===== src/rtl/core/lir_pkg.sv =====
`default_nettype none

package lir_pkg;

  // Default sizing of the frame and of the phase fraction.
  localparam int unsigned LirMaxFrameDef = 65536;
  localparam int unsigned LirFracBitsDef = 32;

  // Largest number of results that one source sample may release.
  localparam int unsigned LirMaxResults = 8;

  // Permitted ratio between the two rates.
  localparam int unsigned LirRatioLimit = 6;

  // Configuration port geometry.
  localparam int unsigned LirCfgAddrW = 2;
  localparam int unsigned LirCfgDataW = 17;

  // Register indexes on the configuration port.
  typedef enum logic [LirCfgAddrW-1:0] {
    CFG_SRC_RATE = 2'd0,
    CFG_DST_RATE = 2'd1,
    CFG_FRAME_LEN = 2'd2,
    CFG_UNUSED = 2'd3
  } lir_cfg_e;

  // Reset values of the registers.
  localparam logic [15:0] LirSrcRateRst = 16'd22050;
  localparam logic [15:0] LirDstRateRst = 16'd24000;
  localparam logic [16:0] LirFrameLenRst = 17'd0;

endpackage

`default_nettype wire


===== src/rtl/core/linear_interp_resampler.sv =====
`default_nettype none

// Linear-interpolation sample-rate converter for frames of Q1.15 audio.
// Set src_rate, dst_rate and frame_length through the write port while the
// block is idle; the values are taken up on the first sample of a frame.
// Source samples enter through the input channel as valid/ready transactions
// and interpolated samples leave through the output channel, with out_last
// marking the final sample of each frame.
// All arithmetic runs through one multiplier and one radix-2 divider under a
// small sequencer, and the input is not ready while a sample is worked on.
// The first sample of a frame is first held while the block works out the
// output count and the phase step, both found by the bit-serial divider;
// with equal rates the divider is skipped and only the rate clamps are
// worked through.
// After that a sample passes through the evaluation and finish states, and
// every result that needs an interpolation adds a multiply and a round step,
// while one taken straight from the sample adds neither.
// Results wait in an output register, so the next transaction can be taken
// while the last result is still held; a stalled receiver holds the
// sequencer only when a new result is ready and the register is still full.
// Reset loads the register defaults and leaves the block idle, between
// frames, with an empty output register.
module linear_interp_resampler
  import lir_pkg::*;
#(
  parameter int unsigned MAX_FRAME = LirMaxFrameDef,
  parameter int unsigned FRAC_BITS = LirFracBitsDef
) (
  input  wire logic                   clk_i,
  input  wire logic                   rst_ni,
  input  wire logic                   cfg_we_i,
  input  wire logic [LirCfgAddrW-1:0] cfg_addr_i,
  input  wire logic [LirCfgDataW-1:0] cfg_wdata_i,
  input  wire logic                   in_valid_i,
  output logic                        in_ready_o,
  input  wire logic signed [15:0]     in_sample_i,
  output logic                        out_valid_o,
  input  wire logic                   out_ready_i,
  output logic signed [15:0]          out_sample_o,
  output logic                        out_last_o
);

  // Frame count width, phase width, output count width.
  localparam int unsigned NW  = $clog2(MAX_FRAME + 1);
  localparam int unsigned PW  = NW + FRAC_BITS;
  localparam int unsigned TW  = NW + 3;
  // Shared multiplier: 16 bits by MBW bits.
  localparam int unsigned MBW = (NW > FRAC_BITS) ? NW : FRAC_BITS;
  localparam int unsigned PRW = 16 + MBW;
  // Shared divider: numerator and divisor widths.
  localparam int unsigned DNW = NW + ((FRAC_BITS > 18) ? FRAC_BITS : 18);
  localparam int unsigned DDW = (TW > 17) ? TW : 17;
  localparam int unsigned DCW = $clog2(DNW + 1);

  typedef enum logic [11:0] {
    S_IDLE  = 12'b000000000001,
    S_CLMPD = 12'b000000000010,
    S_CLMPS = 12'b000000000100,
    S_PMUL  = 12'b000000001000,
    S_DLD   = 12'b000000010000,
    S_DIV   = 12'b000000100000,
    S_TOT   = 12'b000001000000,
    S_STEP  = 12'b000010000000,
    S_EVAL  = 12'b000100000000,
    S_IMUL  = 12'b001000000000,
    S_RND   = 12'b010000000000,
    S_FIN   = 12'b100000000000
  } state_e;

  state_e state_q, state_d;

  logic [15:0] cfg_src_q, cfg_src_d;
  logic [15:0] cfg_dst_q, cfg_dst_d;
  logic [16:0] cfg_len_q, cfg_len_d;

  logic signed [15:0] cur_q, cur_d;
  logic signed [15:0] prev_q, prev_d;
  logic [NW-1:0] in_cnt_q, in_cnt_d;
  logic active_q, active_d;
  logic pass_q, pass_d;
  logic [NW-1:0] n_q, n_d;
  logic [15:0] s_q, s_d;
  logic [15:0] d_q, d_d;
  logic [TW-1:0] total_q, total_d;
  logic [PW-1:0] step_q, step_d;
  logic [PW-1:0] acc_q, acc_d;
  logic [TW-1:0] idx_q, idx_d;
  logic [3:0] cnt_q, cnt_d;

  logic [15:0] mul_a_q, mul_a_d;
  logic [MBW-1:0] mul_b_q, mul_b_d;
  logic [PRW-1:0] prod_q, prod_d;
  logic neg_q, neg_d;
  logic fin_q, fin_d;

  logic [DNW-1:0] dnum_q, dnum_d;
  logic [DDW-1:0] drem_q, drem_d;
  logic [DDW-1:0] ddiv_q, ddiv_d;
  logic [DCW-1:0] dcnt_q, dcnt_d;
  logic dsel_q, dsel_d;

  logic signed [15:0] out_sample_q, out_sample_d;
  logic out_last_q, out_last_d;
  logic out_valid_q, out_valid_d;

  // The one multiplier of the block.
  logic [PRW-1:0] mul_p;
  assign mul_p = PRW'(mul_a_q) * PRW'(mul_b_q);

  // One restoring division step.
  logic [DDW:0] rem_sh;
  logic         rem_ge;
  logic [DDW:0] rem_sub;
  assign rem_sh  = {drem_q, dnum_q[DNW-1]};
  assign rem_ge  = rem_sh >= {1'b0, ddiv_q};
  assign rem_sub = rem_sh - {1'b0, ddiv_q};

  // Frame length, limited to the largest frame.
  logic [31:0] len_wide;
  assign len_wide = ({15'd0, cfg_len_q} > 32'(MAX_FRAME)) ? 32'(MAX_FRAME)
                                                          : {15'd0, cfg_len_q};

  // Rate clamps.
  logic [18:0] s_x6, d_x6;
  logic [15:0] s_clamped;
  assign s_x6 = ({3'd0, s_q} << 2) + ({3'd0, s_q} << 1);
  assign d_x6 = ({3'd0, d_q} << 2) + ({3'd0, d_q} << 1);
  assign s_clamped = ({3'd0, s_q} > d_x6) ? d_x6[15:0] : s_q;

  // Position of the next result.
  logic [NW-1:0]        n_m1;
  logic                 last_w;
  logic                 fin_w;
  logic [PW-1:0]        pos;
  logic [NW-1:0]        pos_k;
  logic [FRAC_BITS-1:0] pos_frac;
  logic                 more_w;
  logic                 slot_free;
  logic signed [16:0]   diff;
  logic [TW-1:0]        q_tot;

  assign n_m1      = n_q - NW'(1);
  assign last_w    = ({1'b0, in_cnt_q} + (NW+1)'(1)) >= {1'b0, n_q};
  assign fin_w     = (idx_q + TW'(1)) == total_q;
  assign pos       = fin_w ? (PW'(n_m1) << FRAC_BITS) : acc_q;
  assign pos_k     = pos[PW-1:FRAC_BITS];
  assign pos_frac  = pos[FRAC_BITS-1:0];
  assign more_w    = (idx_q < total_q) && (cnt_q < 4'(LirMaxResults));
  assign slot_free = !out_valid_q || out_ready_i;
  assign diff      = 17'(cur_q) - 17'(prev_q);
  assign q_tot     = dnum_q[TW-1:0];

  // Rounding of the interpolated step and saturation.
  logic [PRW:0]       rnd_sum;
  logic [16:0]        rnd_mag;
  logic signed [17:0] rnd_val;
  logic signed [15:0] rnd_sat;
  assign rnd_sum = {1'b0, prod_q} + ((PRW+1)'(1) << (FRAC_BITS - 1));
  assign rnd_mag = 17'(rnd_sum >> FRAC_BITS);
  assign rnd_val = neg_q ? (18'(prev_q) - 18'(rnd_mag)) : (18'(prev_q) + 18'(rnd_mag));
  always_comb begin
    if (rnd_val > 18'sd32767) begin
      rnd_sat = 16'sh7fff;
    end else if (rnd_val < -18'sd32768) begin
      rnd_sat = -16'sh8000;
    end else begin
      rnd_sat = rnd_val[15:0];
    end
  end

  assign in_ready_o   = (state_q == S_IDLE);
  assign out_valid_o  = out_valid_q;
  assign out_sample_o = out_sample_q;
  assign out_last_o   = out_last_q;

  always_comb begin
    state_d      = state_q;
    cfg_src_d    = cfg_src_q;
    cfg_dst_d    = cfg_dst_q;
    cfg_len_d    = cfg_len_q;
    cur_d        = cur_q;
    prev_d       = prev_q;
    in_cnt_d     = in_cnt_q;
    active_d     = active_q;
    pass_d       = pass_q;
    n_d          = n_q;
    s_d          = s_q;
    d_d          = d_q;
    total_d      = total_q;
    step_d       = step_q;
    acc_d        = acc_q;
    idx_d        = idx_q;
    cnt_d        = cnt_q;
    mul_a_d      = mul_a_q;
    mul_b_d      = mul_b_q;
    prod_d       = prod_q;
    neg_d        = neg_q;
    fin_d        = fin_q;
    dnum_d       = dnum_q;
    drem_d       = drem_q;
    ddiv_d       = ddiv_q;
    dcnt_d       = dcnt_q;
    dsel_d       = dsel_q;
    out_sample_d = out_sample_q;
    out_last_d   = out_last_q;
    out_valid_d  = out_valid_q && !out_ready_i;

    if (cfg_we_i) begin
      case (lir_cfg_e'(cfg_addr_i))
        CFG_SRC_RATE:  cfg_src_d = cfg_wdata_i[15:0];
        CFG_DST_RATE:  cfg_dst_d = cfg_wdata_i[15:0];
        CFG_FRAME_LEN: cfg_len_d = cfg_wdata_i;
        default: ;
      endcase
    end

    case (state_q)
      S_IDLE: begin
        if (in_valid_i) begin
          cur_d = in_sample_i;
          cnt_d = '0;
          if (active_q) begin
            state_d = S_EVAL;
          end else if (cfg_len_q != '0) begin
            // A new frame takes up the current register values.
            s_d      = (cfg_src_q == '0) ? 16'd1 : cfg_src_q;
            d_d      = (cfg_dst_q == '0) ? 16'd1 : cfg_dst_q;
            n_d      = len_wide[NW-1:0];
            active_d = 1'b1;
            state_d  = S_CLMPD;
          end
        end
      end
      S_CLMPD: begin
        if ({3'd0, d_q} > s_x6) begin
          d_d = s_x6[15:0];
        end
        state_d = S_CLMPS;
      end
      S_CLMPS: begin
        s_d     = s_clamped;
        pass_d  = (s_clamped == d_q);
        mul_a_d = d_q;
        mul_b_d = MBW'(n_m1);
        state_d = (s_clamped == d_q) ? S_EVAL : S_PMUL;
      end
      S_PMUL: begin
        prod_d  = mul_p;
        state_d = S_DLD;
      end
      S_DLD: begin
        // Output count: round((n-1)*dst/src) by (2*(n-1)*dst + src) / (2*src).
        dnum_d  = (DNW'(prod_q[NW+15:0]) << 1) + DNW'(s_q);
        ddiv_d  = DDW'({s_q, 1'b0});
        drem_d  = '0;
        dcnt_d  = DCW'(DNW);
        dsel_d  = 1'b0;
        state_d = S_DIV;
      end
      S_DIV: begin
        if (rem_ge) begin
          drem_d = rem_sub[DDW-1:0];
        end else begin
          drem_d = rem_sh[DDW-1:0];
        end
        dnum_d = {dnum_q[DNW-2:0], rem_ge};
        dcnt_d = dcnt_q - DCW'(1);
        if (dcnt_q == DCW'(1)) begin
          state_d = dsel_q ? S_STEP : S_TOT;
        end
      end
      S_TOT: begin
        // At least two results per frame; the step divides by count-1.
        total_d = (q_tot == '0) ? TW'(2) : (q_tot + TW'(1));
        dnum_d  = DNW'(PW'(n_m1) << FRAC_BITS);
        ddiv_d  = DDW'((q_tot == '0) ? TW'(1) : q_tot);
        drem_d  = '0;
        dcnt_d  = DCW'(DNW);
        dsel_d  = 1'b1;
        state_d = S_DIV;
      end
      S_STEP: begin
        step_d  = dnum_q[PW-1:0];
        acc_d   = '0;
        idx_d   = '0;
        state_d = S_EVAL;
      end
      S_EVAL: begin
        if (pass_q) begin
          if (slot_free) begin
            out_sample_d = cur_q;
            out_last_d   = last_w;
            out_valid_d  = 1'b1;
            state_d      = S_FIN;
          end
        end else if (!more_w) begin
          state_d = S_FIN;
        end else if (pos_k < in_cnt_q) begin
          mul_a_d = diff[16] ? 16'(-diff) : diff[15:0];
          mul_b_d = MBW'(pos_frac);
          neg_d   = diff[16];
          fin_d   = fin_w;
          state_d = S_IMUL;
        end else if (last_w) begin
          // Right neighbour clamped to the last sample of the frame.
          if (slot_free) begin
            out_sample_d = cur_q;
            out_last_d   = fin_w;
            out_valid_d  = 1'b1;
            acc_d        = acc_q + step_q;
            idx_d        = idx_q + TW'(1);
            cnt_d        = cnt_q + 4'd1;
          end
        end else begin
          state_d = S_FIN;
        end
      end
      S_IMUL: begin
        prod_d  = mul_p;
        state_d = S_RND;
      end
      S_RND: begin
        if (slot_free) begin
          out_sample_d = rnd_sat;
          out_last_d   = fin_q;
          out_valid_d  = 1'b1;
          acc_d        = acc_q + step_q;
          idx_d        = idx_q + TW'(1);
          cnt_d        = cnt_q + 4'd1;
          state_d      = S_EVAL;
        end
      end
      S_FIN: begin
        prev_d = cur_q;
        if (last_w) begin
          in_cnt_d = '0;
          active_d = 1'b0;
        end else begin
          in_cnt_d = in_cnt_q + NW'(1);
        end
        state_d = S_IDLE;
      end
      default: begin
        state_d = S_IDLE;
      end
    endcase
  end

  always_ff @(posedge clk_i or negedge rst_ni) begin
    if (!rst_ni) begin
      state_q     <= S_IDLE;
      cfg_src_q   <= LirSrcRateRst;
      cfg_dst_q   <= LirDstRateRst;
      cfg_len_q   <= LirFrameLenRst;
      prev_q      <= '0;
      in_cnt_q    <= '0;
      active_q    <= 1'b0;
      pass_q      <= 1'b0;
      total_q     <= '0;
      step_q      <= '0;
      acc_q       <= '0;
      idx_q       <= '0;
      cnt_q       <= '0;
      dcnt_q      <= '0;
      dsel_q      <= 1'b0;
      out_valid_q <= 1'b0;
    end else begin
      state_q     <= state_d;
      cfg_src_q   <= cfg_src_d;
      cfg_dst_q   <= cfg_dst_d;
      cfg_len_q   <= cfg_len_d;
      prev_q      <= prev_d;
      in_cnt_q    <= in_cnt_d;
      active_q    <= active_d;
      pass_q      <= pass_d;
      total_q     <= total_d;
      step_q      <= step_d;
      acc_q       <= acc_d;
      idx_q       <= idx_d;
      cnt_q       <= cnt_d;
      dcnt_q      <= dcnt_d;
      dsel_q      <= dsel_d;
      out_valid_q <= out_valid_d;
    end
  end

  // Payload and operand registers.
  always_ff @(posedge clk_i) begin
    cur_q        <= cur_d;
    n_q          <= n_d;
    s_q          <= s_d;
    d_q          <= d_d;
    mul_a_q      <= mul_a_d;
    mul_b_q      <= mul_b_d;
    prod_q       <= prod_d;
    neg_q        <= neg_d;
    fin_q        <= fin_d;
    dnum_q       <= dnum_d;
    drem_q       <= drem_d;
    ddiv_q       <= ddiv_d;
    out_sample_q <= out_sample_d;
    out_last_q   <= out_last_d;
  end

endmodule

`default_nettype wire

===== config.mk =====
export PLATFORM = sky130hd
export DESIGN_NAME = linear_interp_resampler
export DESIGN_NICKNAME = d
export VERILOG_FILES = /design/src/rtl/core/lir_pkg.sv /design/src/rtl/core/linear_interp_resampler.sv
export SDC_FILE = /design/constraint.sdc
export NUM_CORES = 2
export LEC_CHECK = 0
export BUFFER_PORTS_ARGS = -buffer_cell sky130_fd_sc_hd__clkbuf_2
export CAP_MARGIN = 25
export CELL_PAD_IN_SITES_DETAIL_PLACEMENT = 1
export CELL_PAD_IN_SITES_GLOBAL_PLACEMENT = 2
export CORE_MARGIN = 3
export CORE_UTILIZATION = 45
export DETAILED_ROUTE_END_ITERATION = 10
export PLACE_DENSITY = 0.95
export SYNTH_ARGS = -nofsm -noshare
export SYNTH_HDL_FRONTEND = slang
export SYNTH_SLANG_ARGS = --single-unit
export TNS_END_PERCENT = 30

===== constraint.sdc =====
create_clock -name clk_i -period 10.7 [get_ports clk_i]
set_clock_uncertainty 0.2 [all_clocks]
set_input_delay 0 -clock clk_i [delete_from_list [all_inputs] [get_ports clk_i]]
set_output_delay 0 -clock clk_i [all_outputs]
set_load 0.02 [all_outputs]

==> impl_metrics.xml <==
<?xml version="1.0" encoding="UTF-8"?>
<metrics>
  <group name="route">
    <metric name="viasPerCell" unit="">5.927</metric>
    <metric name="average_wire_length_per_cell_after_detail_routing" unit="um">24.43</metric>
    <metric name="dr_total_vias" unit="">40280</metric>
    <metric name="ant_nets" unit="">0</metric>
    <metric name="drt-total-wl" unit="mm">166.0</metric>
    <metric name="drt-initial-drc-count" unit="">3023</metric>
    <metric name="drc" unit="">0</metric>
    <metric name="drt_pre_antenna_iters" unit="">5</metric>
  </group>
  <group name="timing">
    <metric name="fin_setup_tns" unit="ps">0</metric>
    <metric name="post_route_fraction_of_the_period_consumed_by_the_critical_path" unit="">0.7636</metric>
    <metric name="maxClockFrequency" unit="GHz">0.1224</metric>
    <metric name="post-route-min-period" unit="ps">8171</metric>
    <metric name="setup_viol_count_final" unit="">0</metric>
    <metric name="final.setup.worst_slack" unit="ps">2529</metric>
    <metric name="relSlewSlack" unit="">0.3126</metric>
    <metric name="timing_hold_violations_final" unit="">0</metric>
    <metric name="number_of_max_slew_violations_in_the_final_report" unit="">0</metric>
    <metric name="rsz0062_at_grt" unit="">false</metric>
    <metric name="holdWs" unit="ps">42.04</metric>
    <metric name="worst_slew_pin_slew" unit="ps">1031</metric>
  </group>
  <group name="floorplanning">
    <metric name="floorplan.io_pins" unit="">59</metric>
    <metric name="die_area" unit="mm^2">0.1134</metric>
    <metric name="floorplan.core_area" unit="mm^2">0.1078</metric>
    <metric name="floorplan.initialDensity" unit="">0.4568</metric>
    <metric name="die_height" unit="um">336.8</metric>
    <metric name="placement_rows" unit="">120</metric>
    <metric name="die_span_in_x" unit="um">336.8</metric>
  </group>
  <group name="clocking">
    <metric name="post_cts_setup_driven_buffer_insertion_count" unit="">0</metric>
    <metric name="tritoncts.num_buffers" unit="">60</metric>
    <metric name="root_buffer" unit="">sky130_fd_sc_hd__clkbuf_16</metric>
    <metric name="clock_latency" unit="ps">710</metric>
    <metric name="post_cts_resized" unit="">0</metric>
    <metric name="htree_num_levels" unit="">2</metric>
    <metric name="cts.reportedPaths.clkPinSlew" unit="ps">70</metric>
    <metric name="clockBufferDepth" unit="">3</metric>
    <metric name="cts_tree" unit="">built</metric>
    <metric name="cts_num_sinks" unit="">515</metric>
    <metric name="post_cts_hold_buffer_count" unit="">73</metric>
  </group>
  <group name="synthesis">
    <metric name="async_reset_ff_frac" unit="">0.4777</metric>
    <metric name="netlist_top_cells_count" unit="">sky130_fd_sc_hd__inv_1 (671), sky130_fd_sc_hd__nand2_1 (652), sky130_fd_sc_hd__fa_1 (425)</metric>
    <metric name="synth.top_cells.by_area" unit="">sky130_fd_sc_hd__fa_1 (17%), sky130_fd_sc_hd__edfxtp_1 (16%), sky130_fd_sc_hd__dfrtp_1 (12%)</metric>
    <metric name="mappedNetlistNets" unit="">6120</metric>
    <metric name="synth-compound-area-share" unit="">0.1209</metric>
    <metric name="cell_with_the_most_instances_after_synthesis" unit="">sky130_fd_sc_hd__inv_1</metric>
    <metric name="ys_seq_elements" unit="">515</metric>
    <metric name="avgSynthCellArea" unit="um^2">9.308</metric>
    <metric name="synth.yosys.warnings" unit="">0</metric>
    <metric name="ys_seq_area_frac" unit="">0.2894</metric>
    <metric name="synthCells" unit="">5291</metric>
    <metric name="synth.largest_area_cell" unit="">sky130_fd_sc_hd__fa_1</metric>
    <metric name="synthSimpleGateAreaFrac" unit="">0.1676</metric>
    <metric name="adder_cell_fraction_of_synth_area" unit="">0.2652</metric>
    <metric name="post_synth_mux_area_share" unit="">0.03321</metric>
    <metric name="synth-xor-area-share" unit="">0.05622</metric>
    <metric name="synth_top_area_frac" unit="">0.1728</metric>
    <metric name="main_combinational_cell_family_by_area_after_synthesis" unit="">adder cells</metric>
    <metric name="synth_cell_types" unit="">87</metric>
    <metric name="ys_dominant_reg_cell" unit="">sky130_fd_sc_hd__edfxtp_1</metric>
    <metric name="syn-cell-area" unit="mm^2">0.04925</metric>
    <metric name="number_of_synthesized_flops_with_an_enable_pin" unit="">269</metric>
  </group>
  <group name="global_routing">
    <metric name="grt_pass1_wl" unit="mm">259.4</metric>
    <metric name="initial_antenna_violation_count" unit="">9</metric>
    <metric name="remaining_global_route_overflow" unit="">0</metric>
    <metric name="first_global_vias" unit="">43340</metric>
    <metric name="maximum_number_of_pins_on_one_net_before_global_route_repair" unit="">72</metric>
    <metric name="global_route_total_usage_across_every_layer" unit="">0.2943</metric>
  </group>
  <group name="power">
    <metric name="power_density" unit="mW/mm^2">112.7</metric>
    <metric name="irDropWorstVdd" unit="uV">142.5</metric>
    <metric name="leakagePower" unit="uW">0.02428</metric>
  </group>
  <group name="finish">
    <metric name="num-nets-final" unit="">6168</metric>
    <metric name="syn2layout_area_growth" unit="%">9.688</metric>
    <metric name="post_route_cells_drive_above_1_share" unit="">0.07717</metric>
    <metric name="finalCoreUtilization" unit="">0.5011</metric>
  </group>
  <group name="worst_setup_path">
    <metric name="worst_setup_path_startpoint" unit="">mul_a_q[3]</metric>
    <metric name="cp_data_required_time" unit="ps">10890</metric>
    <metric name="crit_type" unit="">register to register</metric>
    <metric name="cp_max_fo" unit="">18</metric>
    <metric name="critical_path_buf_inv_count" unit="">4</metric>
    <metric name="critPathMostFrequentCell" unit="">sky130_fd_sc_hd__fa_1</metric>
    <metric name="cp.arrival" unit="ps">8360</metric>
    <metric name="critPathLaunchType" unit="">register</metric>
    <metric name="crit_path_cells" unit="">buf_4, nand2_1, fa_1, fa_1, fa_1, inv_1, fa_1, fa_1, inv_1, fa_1, inv_1, ha_1, and4_1, nand4_1, a31o_2, a31oi_1, o21ai_0, a21oi_1, nor2_1, nor3b_1, a41oi_1, xnor2_1</metric>
    <metric name="cp_slowest_cell" unit="">sky130_fd_sc_hd__edfxtp_1</metric>
    <metric name="launching_point_of_the_worst_reg2reg_path" unit="">mul_a_q[3]</metric>
    <metric name="path_delay_family" unit="">adder cells</metric>
    <metric name="critical-path-max-stage-delay" unit="ps">760</metric>
    <metric name="crit_path_end_kind" unit="">register</metric>
  </group>
  <group name="run_status">
    <metric name="outcome" unit="">finished clean</metric>
  </group>
  <group name="hold_path">
    <metric name="hold_start" unit="">cfg_wdata_i[1]</metric>
    <metric name="worst_hold_path_type" unit="">input pin to register</metric>
  </group>
  <group name="placement">
    <metric name="gp_routability_congestion" unit="">0.9250</metric>
    <metric name="numPortBuffers" unit="">58</metric>
    <metric name="dp.final_hpwl" unit="mm">121.8</metric>
    <metric name="dp_slack" unit="ps">2687</metric>
  </group>
  <group name="flow_run">
    <metric name="drv_cap" unit="">0</metric>
  </group>
</metrics>
## layout make-up
cell class	instances	area (um^2)
fillers	12160	53790
well taps	1403	1755
diodes	1	2.502
repair buffers	196	1550
clock inverters	38	524.3
multi-input cells	3894	31750
clock buffers	76	1664
inverters	672	2522
flip-flops and latches	515	14250
## layer usage
layer / track usage / wire length (um) / vias up
met5: 0 / 50 / -
met3: 0.04179 / 10480 / 335
met4: 0.09370 / 5657 / 8
li1: - / - / 17870
met2: 0.4984 / 80410 / 1319
met1: 0.3900 / 69400 / 20750
## layout by cell type, fill, tap and decap left out, drive strengths merged, types with 126 or more instances in the layout
| master | netlist | final |
|---|---|---|
| a21o | 126 | 126 |
| a21oi | 224 | 224 |
| and2 | 235 | 235 |
| clkbuf | 191 | 133 |
| dfrtp | 232 | 232 |
| edfxtp | 269 | 269 |
| fa | 425 | 425 |
| ha | 364 | 364 |
| inv | 672 | 676 |
| nand2 | 652 | 652 |
| nor2 | 234 | 234 |
| o21ai | 325 | 325 |
| xnor2 | 200 | 200 |
## power by group
group	total, uW	switching (uW)	leakage, uW	internal (uW)
combinational	1430	908	0.0177	524
clock	2320	965	0.00107	1350
sequential	2340	110	0.00554	2230
total	6090	1980	0.0243	4100
## worst min-delay path, stage by stage
cell,delay (ps)
sky130_fd_sc_hd__dlygate4sd3_1,560
sky130_fd_sc_hd__clkbuf_2,180
sky130_fd_sc_hd__mux2_2,170
## flip-flops by register name, summed over array words and instances, names as in the netlist, 17 cells and up
register   count
acc_q         49
idx_q         20
prod_q        48
drem_q        20
cfg_len_q     17
dnum_q        49
mul_b_q       32
total_q       20
ddiv_q        20
step_q        49
n_q           17
in_cnt_q      17
## through the flow
step	cells	cell area, um^2	power, uW
after floorplan	5291	49250	3277
after global placement	6603	51040	3668
after detailed placement	6606	51070	3742
after CTS	6793	54010	6071
after global routing	6794	54020	6330
final	6795	54020	6088
## cell families (layout without fill, tap and decap cells)
logic type      after synthesis  in the layout
mux                         149            149
simple gates               1692           1692
buf+inv                     882            982
flops                       515            515
fa+ha+maj                   789            789
compound gates              952            952
other cells                   0              1
xor+xnor                    312            312
## path summary, 6_finish.rpt
path,end,cells past startpoint,slack (ps)
max in group asynchronous,step_q[30],5,8480
max reg2reg,prod_q[45],22,2530
max,prod_q[45],22,2530
min,cfg_len_q[1],3,40
min reg2reg,state_q[6],1,270
min in group asynchronous,cfg_dst_q[12],3,220
No activity file was read; power rests on OpenSTA's default activity.
